<file path="src/rtl/ppbr_pkg.sv">
`default_nettype none

package ppbr_pkg;

    // Widths fixed by the port signaling
    localparam int unsigned TIMER_W    = 16;
    localparam int unsigned IDLE_W     = 20;
    localparam int unsigned LIMIT_W    = 24;
    localparam int unsigned FLUSH_W    = 24;
    localparam int unsigned DATA_W     = 8;
    localparam int unsigned CFG_IDX_W  = 8;
    localparam int unsigned CFG_DATA_W = 32;

    localparam int unsigned DEF_COUNT_BITS = 24;

    // Register reset values
    localparam logic [TIMER_W-1:0] BUSY_WAIT_RST    = TIMER_W'(5);
    localparam logic [TIMER_W-1:0] ACK_PULSE_RST    = TIMER_W'(2);
    localparam logic [IDLE_W-1:0]  IDLE_TIMEOUT_RST = IDLE_W'(500);
    localparam logic [LIMIT_W-1:0] CAPTURE_LIMIT_RST = LIMIT_W'(100 * 1024);

    // Register indexes
    localparam logic [CFG_IDX_W-1:0] CFG_BUSY_WAIT     = CFG_IDX_W'(0);
    localparam logic [CFG_IDX_W-1:0] CFG_ACK_PULSE     = CFG_IDX_W'(1);
    localparam logic [CFG_IDX_W-1:0] CFG_IDLE_TIMEOUT  = CFG_IDX_W'(2);
    localparam logic [CFG_IDX_W-1:0] CFG_CAPTURE_LIMIT = CFG_IDX_W'(3);

    typedef enum logic [2:0] {
        PH_IDLE = 3'b001,
        PH_BUSY = 3'b010,
        PH_ACK  = 3'b100
    } ppbr_phase_t;

    typedef struct packed {
        logic                busy_level;
        logic                ack_level;
        logic                byte_valid;
        logic [DATA_W-1:0]   byte_value;
        logic                byte_dropped;
        logic                flush_valid;
        logic [FLUSH_W-1:0]  flush_count;
    } ppbr_result_t;

    typedef struct packed {
        logic                  valid;
        logic [CFG_IDX_W-1:0]  index;
        logic [CFG_DATA_W-1:0] data;
    } ppbr_cfg_wr_t;

endpackage

`default_nettype wire

</file>
<file path="src/rtl/ppbr_core.sv">
`default_nettype none

module ppbr_core import ppbr_pkg::*; #(
    parameter int unsigned COUNT_BITS = DEF_COUNT_BITS
) (
    input  wire logic              aclk,
    input  wire logic              aresetn,
    input  wire ppbr_cfg_wr_t      cfg_wr,
    input  wire logic              step_en,
    input  wire logic              strobe_level,
    input  wire logic [DATA_W-1:0] data_byte,
    output ppbr_result_t           result
);

    localparam int unsigned CMP_W = (COUNT_BITS > LIMIT_W) ? COUNT_BITS : LIMIT_W;
    localparam logic [COUNT_BITS-1:0] COUNT_MAX = {COUNT_BITS{1'b1}};
    localparam logic [IDLE_W-1:0]     IDLE_MAX  = {IDLE_W{1'b1}};

    logic [TIMER_W-1:0]    busy_wait_reg;
    logic [TIMER_W-1:0]    ack_pulse_reg;
    logic [IDLE_W-1:0]     idle_timeout_reg;
    logic [LIMIT_W-1:0]    capture_limit_reg;

    ppbr_phase_t           phase_reg, phase_next;
    logic [TIMER_W-1:0]    timer_reg, timer_next;
    logic                  last_strobe_reg;
    logic [COUNT_BITS-1:0] count_reg, count_next;
    logic [IDLE_W-1:0]     idle_reg, idle_next;

    logic [TIMER_W-1:0]    timer_dec;
    logic [IDLE_W-1:0]     idle_inc;
    logic [CMP_W-1:0]      count_ext;
    logic [CMP_W-1:0]      limit_ext;

    always_ff @(posedge aclk) begin
        if (!aresetn) begin
            busy_wait_reg     <= BUSY_WAIT_RST;
            ack_pulse_reg     <= ACK_PULSE_RST;
            idle_timeout_reg  <= IDLE_TIMEOUT_RST;
            capture_limit_reg <= CAPTURE_LIMIT_RST;
        end else if (cfg_wr.valid) begin
            unique case (cfg_wr.index)
                CFG_BUSY_WAIT:     busy_wait_reg     <= cfg_wr.data[TIMER_W-1:0];
                CFG_ACK_PULSE:     ack_pulse_reg     <= cfg_wr.data[TIMER_W-1:0];
                CFG_IDLE_TIMEOUT:  idle_timeout_reg  <= cfg_wr.data[IDLE_W-1:0];
                CFG_CAPTURE_LIMIT: capture_limit_reg <= cfg_wr.data[LIMIT_W-1:0];
                default: ;
            endcase
        end
    end

    assign timer_dec = (timer_reg != '0) ? timer_reg - TIMER_W'(1) : timer_reg;
    assign idle_inc  = (idle_reg != IDLE_MAX) ? idle_reg + IDLE_W'(1) : idle_reg;
    assign count_ext = CMP_W'(count_reg);
    assign limit_ext = CMP_W'(capture_limit_reg);

    always_comb begin
        logic [CMP_W-1:0] flush_ext;
        phase_next = phase_reg;
        timer_next = timer_reg;
        count_next = count_reg;
        idle_next  = idle_reg;
        flush_ext  = '0;
        result     = '0;

        unique case (phase_reg)
            PH_BUSY: begin
                timer_next = timer_dec;
            end
            PH_ACK: begin
                timer_next = timer_dec;
                if (timer_dec == '0) begin
                    phase_next = PH_IDLE;
                    idle_next  = '0;
                end
            end
            default: begin
                // unused codes fall back to idle
                phase_next = PH_IDLE;
                if (last_strobe_reg && !strobe_level) begin
                    phase_next = PH_BUSY;
                    timer_next = busy_wait_reg;
                end else begin
                    idle_next = idle_inc;
                    if (count_reg != '0 && idle_inc > idle_timeout_reg) begin
                        result.flush_valid = 1'b1;
                        flush_ext          = count_ext;
                        count_next         = '0;
                    end
                end
            end
        endcase

        // latch the data lines once the busy wait has run out
        if (phase_next == PH_BUSY && timer_next == '0) begin
            if (count_ext < limit_ext && count_reg != COUNT_MAX) begin
                result.byte_valid = 1'b1;
                result.byte_value = data_byte;
                count_next        = count_reg + COUNT_BITS'(1);
            end else begin
                result.byte_dropped = 1'b1;
            end
            phase_next = PH_ACK;
            timer_next = (ack_pulse_reg == '0) ? TIMER_W'(1) : ack_pulse_reg;
        end

        result.flush_count = flush_ext[FLUSH_W-1:0];
        result.busy_level  = (phase_next != PH_IDLE);
        result.ack_level   = (phase_next != PH_ACK);
    end

    always_ff @(posedge aclk) begin
        if (!aresetn) begin
            phase_reg       <= PH_IDLE;
            timer_reg       <= '0;
            last_strobe_reg <= 1'b1;
            count_reg       <= '0;
            idle_reg        <= '0;
        end else if (step_en) begin
            phase_reg       <= phase_next;
            timer_reg       <= timer_next;
            last_strobe_reg <= strobe_level;
            count_reg       <= count_next;
            idle_reg        <= idle_next;
        end
    end

endmodule

`default_nettype wire

</file>
<file path="src/rtl/parallel_port_byte_receiver.sv">
`default_nettype none

// Parallel port byte receiver, peripheral side of a printer port handshake.
// Each input transaction is one sampled tick of the strobe line and the eight
// data lines; each one yields exactly one result transaction carrying the busy
// and acknowledge line drives for that tick, an accepted or dropped byte, and
// a flush report when held bytes time out. A strobe falling edge seen while
// idle raises busy for busy_wait_ticks ticks, then the data byte of that tick
// is latched (accepted while the count is below capture_limit, else dropped),
// then ack goes low for ack_pulse_ticks ticks (0 acts as 1) and busy drops.
// Throughput is one transaction per clock while results are taken; a tick
// waits in the input register, then the tick update runs in a single
// combinational pass into the result register. While a finished result waits
// on m_ready the input register takes one more transaction, then s_ready
// stays low until the result is taken. Configuration is
// written through cfg_valid/cfg_index/cfg_data (always ready) and must only
// change while no transaction is in flight; unknown indexes are ignored.
module parallel_port_byte_receiver import ppbr_pkg::*; #(
    parameter int unsigned COUNT_BITS = DEF_COUNT_BITS
) (
    input  wire logic                  aclk,
    input  wire logic                  aresetn,

    input  wire logic                  cfg_valid,
    output      logic                  cfg_ready,
    input  wire logic [CFG_IDX_W-1:0]  cfg_index,
    input  wire logic [CFG_DATA_W-1:0] cfg_data,

    input  wire logic                  s_valid,
    output      logic                  s_ready,
    input  wire logic                  s_strobe_level,
    input  wire logic [DATA_W-1:0]     s_data_byte,

    output      logic                  m_valid,
    input  wire logic                  m_ready,
    output      logic                  m_busy_level,
    output      logic                  m_ack_level,
    output      logic                  m_byte_valid,
    output      logic [DATA_W-1:0]     m_byte_value,
    output      logic                  m_byte_dropped,
    output      logic                  m_flush_valid,
    output      logic [FLUSH_W-1:0]    m_flush_count
);

    logic              in_valid_reg;
    logic              in_strobe_reg;
    logic [DATA_W-1:0] in_data_reg;

    logic              out_valid_reg;
    ppbr_result_t      out_reg;

    logic              advance;
    ppbr_cfg_wr_t      cfg_wr;
    ppbr_result_t      step_result;

    // Advance the held tick into the result register when that slot is free
    // or is being emptied this cycle.
    assign advance = in_valid_reg && (!out_valid_reg || m_ready);
    assign s_ready = !in_valid_reg || advance;

    assign cfg_ready    = 1'b1;
    assign cfg_wr.valid = cfg_valid;
    assign cfg_wr.index = cfg_index;
    assign cfg_wr.data  = cfg_data;

    // Input register: hold the sampled tick until the core consumes it.
    always_ff @(posedge aclk) begin
        if (!aresetn) begin
            in_valid_reg <= 1'b0;
        end else if (s_ready) begin
            in_valid_reg <= s_valid;
        end
    end

    always_ff @(posedge aclk) begin
        if (s_valid && s_ready) begin
            in_strobe_reg <= s_strobe_level;
            in_data_reg   <= s_data_byte;
        end
    end

    // Tick update: state machine, timers, byte count and config registers.
    ppbr_core #(
        .COUNT_BITS (COUNT_BITS)
    ) u_core (
        .aclk         (aclk),
        .aresetn      (aresetn),
        .cfg_wr       (cfg_wr),
        .step_en      (advance),
        .strobe_level (in_strobe_reg),
        .data_byte    (in_data_reg),
        .result       (step_result)
    );

    // Result register: drop valid once taken, load on advance.
    always_ff @(posedge aclk) begin
        if (!aresetn) begin
            out_valid_reg <= 1'b0;
        end else if (advance) begin
            out_valid_reg <= 1'b1;
        end else if (m_ready) begin
            out_valid_reg <= 1'b0;
        end
    end

    always_ff @(posedge aclk) begin
        if (advance) begin
            out_reg <= step_result;
        end
    end

    assign m_valid        = out_valid_reg;
    assign m_busy_level   = out_reg.busy_level;
    assign m_ack_level    = out_reg.ack_level;
    assign m_byte_valid   = out_reg.byte_valid;
    assign m_byte_value   = out_reg.byte_value;
    assign m_byte_dropped = out_reg.byte_dropped;
    assign m_flush_valid  = out_reg.flush_valid;
    assign m_flush_count  = out_reg.flush_count;

endmodule

`default_nettype wire

</file>
<file path="config.mk">
export PLATFORM = sky130hd
export DESIGN_NAME = parallel_port_byte_receiver
export DESIGN_NICKNAME = d
export VERILOG_FILES = /design/src/rtl/ppbr_pkg.sv /design/src/rtl/ppbr_core.sv /design/src/rtl/parallel_port_byte_receiver.sv
export SDC_FILE = /design/constraint.sdc
export NUM_CORES = 1
export LEC_CHECK = 0
export ABC_AREA = 1
export BUFFER_PORTS_ARGS = -buffer_cell sky130_fd_sc_hd__buf_4
export CORE_UTILIZATION = 40
export DETAILED_ROUTE_END_ITERATION = 16
export HOLD_SLACK_MARGIN = 0.08
export PLACE_DENSITY_LB_ADDON = 0.25
export SYNTH_ARGS = -nofsm -noshare
export SYNTH_HDL_FRONTEND = slang
export SYNTH_SLANG_ARGS = --single-unit
</file>
<file path="constraint.sdc">
create_clock -name aclk -period 3.9 [get_ports aclk]
set_input_delay 0.39 -clock aclk [delete_from_list [all_inputs] [get_ports aclk]]
set_output_delay 0.39 -clock aclk [all_outputs]
set_load 0.05 [all_outputs]
</file>
==> impl_metrics.toml <==
[status]
status = "completed"

[worst_setup_path]
cp-end-kind = "flop"
cp_max_fo = 25
cp_top_family = "simple AND/OR/NAND/NOR gates"
crit_buf_inv = 1
cpPeakStageDelay_ns = 0.43
critical_path_arrival_ns = 3.89
crit_top_cell = "nand2_1"
required_ns = 4.26
startpoint = "u_core.idle_reg[10]$_SDFFE_PN0P_"
reg2reg_from = "u_core.idle_reg[10]$_SDFFE_PN0P_"
cp-start-kind = "flop"
crit_type = "reg -> reg"
crit_chain = "nand2_1, nor3_1, nand4_1, nor2_2, nand2_1, nand4_1, nor2_1, xor2_1, ha_1, nand2_1, nor2_1, nand2_1, nor4_4, nand3b_1, nand3_1, nor2_1, nand2_2, buf_12, nand2_1, nand2_1, nand3_1, a21oi_1"
critPathSlowestCell = "dfxtp_1"

[power]
switching_share_pct = 29.3
pwr-share-clk_pct = 39.1
power.switching_uw = 1350
p_seq_share_pct = 45.4
intPower_uw = 3250
peakVddDrop_mv = 0.247
leakage_uw = 0.00513
power_frac_comb_pct = 15.5
p_per_area_mw_per_mm2 = 385

[sta]
clock_skew_ns = 0.0114
rsz0062_at_grt = "false"
setup_viol = 0
slew_viol_final = 0
finalCriticalPeriod_ns = 3.53
hold_violations = 0
max_freq_ghz = 0.283
tightest_slew_ns = 0.799
whs_ns = 0.129
fin_tns_setup_ns = 0
fin_crit_sh_pct = 90.6
fin_ws_ns = 0.367
slew_headroom_pct = 46.6

[final_layout]
antenna_cells = 0
fillerInstances = 2599
syn2layout_area_growth_pct = 15.7
nets = 1579
drive_above_1_share_pct = 11.5
final_core_util_pct = 47.3

[cts]
clk_latency_ns = 0.43
cts_buffer_depth = 2
numCtsBuffers = 17
clock_sinks = 188
cts_tree = "built"
clk_pin_slew_worst_paths_ns = 0.08
h-tree-depth = 4
root_buffer = "clkbuf_16"
hold_buffers = 0

[global_route]
first_global_vias = 8643
grt_use_total_pct = 21.3
grt_max_degree = 83
antenna_found_initial = 0
grt_pass1_wl_mm = 44.9
overflow = 0

[yosys]
syn-num-nets = 1517
synth.avg_cell_area_um2 = 7.30
syn_inst = 1416
synth_common_cells = "nand2_1 (284), inv_1 (177), a21oi_1 (146), dfxtp_1 (142), nand3_1 (131)"
ys_seq_elements = 188
netlist_area_mm2 = 0.0103
synth.distinct_cells = 39
async_flop_share_pct = 0
synth_top_cell_area_share_pct = 27.5
synth_top_cell_by_area = "dfxtp_1"
yosysSeqAreaShare_pct = 40.9
synth_most_common_cell = "nand2_1"
synthTopCellsByArea = "dfxtp_1 (28%), edfxtp_1 (13%), nand2_1 (10%)"
ys.flop_type = "dfxtp_1"
ys_warn_count = 0
synth-edff-count = 46

[die]
core-area_mm2 = 0.0253
io-pin-count = 94
die_y_um = 163
initial_core_util_pct = 40.9
die_area_mm2 = 0.0265
die_width_um = 163
num_rows = 58

[route]
drc = 0
vias_per_cell = 5.18
vias = 9431
dr.pass1.iters = 6
wire_per_inst_um = 15.2
wirelength_mm = 27.7
final_antenna_net_count = 0
drtIter0Drc = 640

[flow_run]
drv_cap = 0

[place]
dp_hpwl_mm = 19.7
dpl_worst_slack_ns = 0.0357
globalplace.congestion = 0.859
io_buffers = 84

[worst_hold_path]
hp-start = "s_data_byte[5]"
hold_path.class = "in -> reg"
-- final timing paths --
kind	end	cells after the start	slack, ns
setup / recovery	u_core.count_ext[1]$_SDFFE_PN0P_	22	0.37
setup reg to reg	u_core.count_ext[1]$_SDFFE_PN0P_	22	0.37
hold reg to reg	u_core.busy_wait_reg[13]$_SDFFE_PN0P_	2	0.46
hold / removal	in_data_reg[5]$_DFFE_PP_	1	0.13
-- cells in the final DEF, fill, tap and decap left out, drive strengths merged --
master	count
nor3	15
nor4	10
or2	5
xnor2	3
nand4	37
clkinv	3
conb	1
clkbuf	18
bufinv	2
or4	1
edfxtp	46
a211oi	1
nand2	290
nand3	132
dfxtp	142
buf	107
o21a	3
a41oi	1
inv	191
o21ai	83
ha	47
nor3b	1
clkinvlp	1
nor2	137
a21oi	146
nand3b	5
and2	1
xor2	32
o211ai	30
-- layer usage --
metal / routed length [µm] / part of all wire (%) / global-route usage, % / vias up
met5: 0 / 0 / 0 / -
met4: 294 / 1.1 / 6.20 / 0
met3: 1490 / 5.4 / 2.83 / 21
met2: 13100 / 47 / 35.0 / 255
met1: 12900 / 46 / 29.1 / 4350
li1: - / - / - / 4805
-- area by class of cell --
cell class / instances / area, µm² / share of cell area (%)
repair buffers: 108 / 853 / 7.14
inverters: 182 / 683 / 5.72
multi-input cells: 981 / 5180 / 43.3
flip-flops and latches: 188 / 4230 / 35.4
clock inverters: 15 / 173 / 1.44
clock buffers: 17 / 425 / 3.56
well taps: 330 / 413 / 3.45
-- cells by family (layout without fill, tap and decap cells) --
group / count (synthesis) / count (layout) / share of synthesized area, %
other cells: 1 / 1 / 0.0363
buf+inv: 247 / 322 / 9.54
xor+xnor: 35 / 35 / 2.97
fa+ha+maj: 47 / 47 / 5.69
flops: 188 / 188 / 40.9
compound gates: 264 / 264 / 13.7
simple gates: 634 / 634 / 27.1
-- timing repair --
action,in CTS,in global routing
endpoints found under the setup margin,0,49
resized for setup,0,12
buffers inserted,0,1
-- power groups by stage --
stage | Sequential (µW) | Clock (µW) | Combinational (µW)
3_5_place_dp | 2130 | 0 | 700
6_report | 2090 | 1800 | 715
3_3_place_gp | 2130 | 0 | 693
5_1_grt | 2090 | 1920 | 796
2_1_floorplan | 2170 | 0 | 458
4_1_cts | 2090 | 1840 | 705
-- stage by stage --
step                      cells  cell area (µm²)  total power, µW
after floorplan            1416            10300             2630
after CTS                  1819            11900             4630
after global routing       1821            12000             4810
final                      1821            12000             4600
after global placement     1787            11300             2830
after detailed placement   1787            11300             2830
Power figures use the tool's default switching activity.
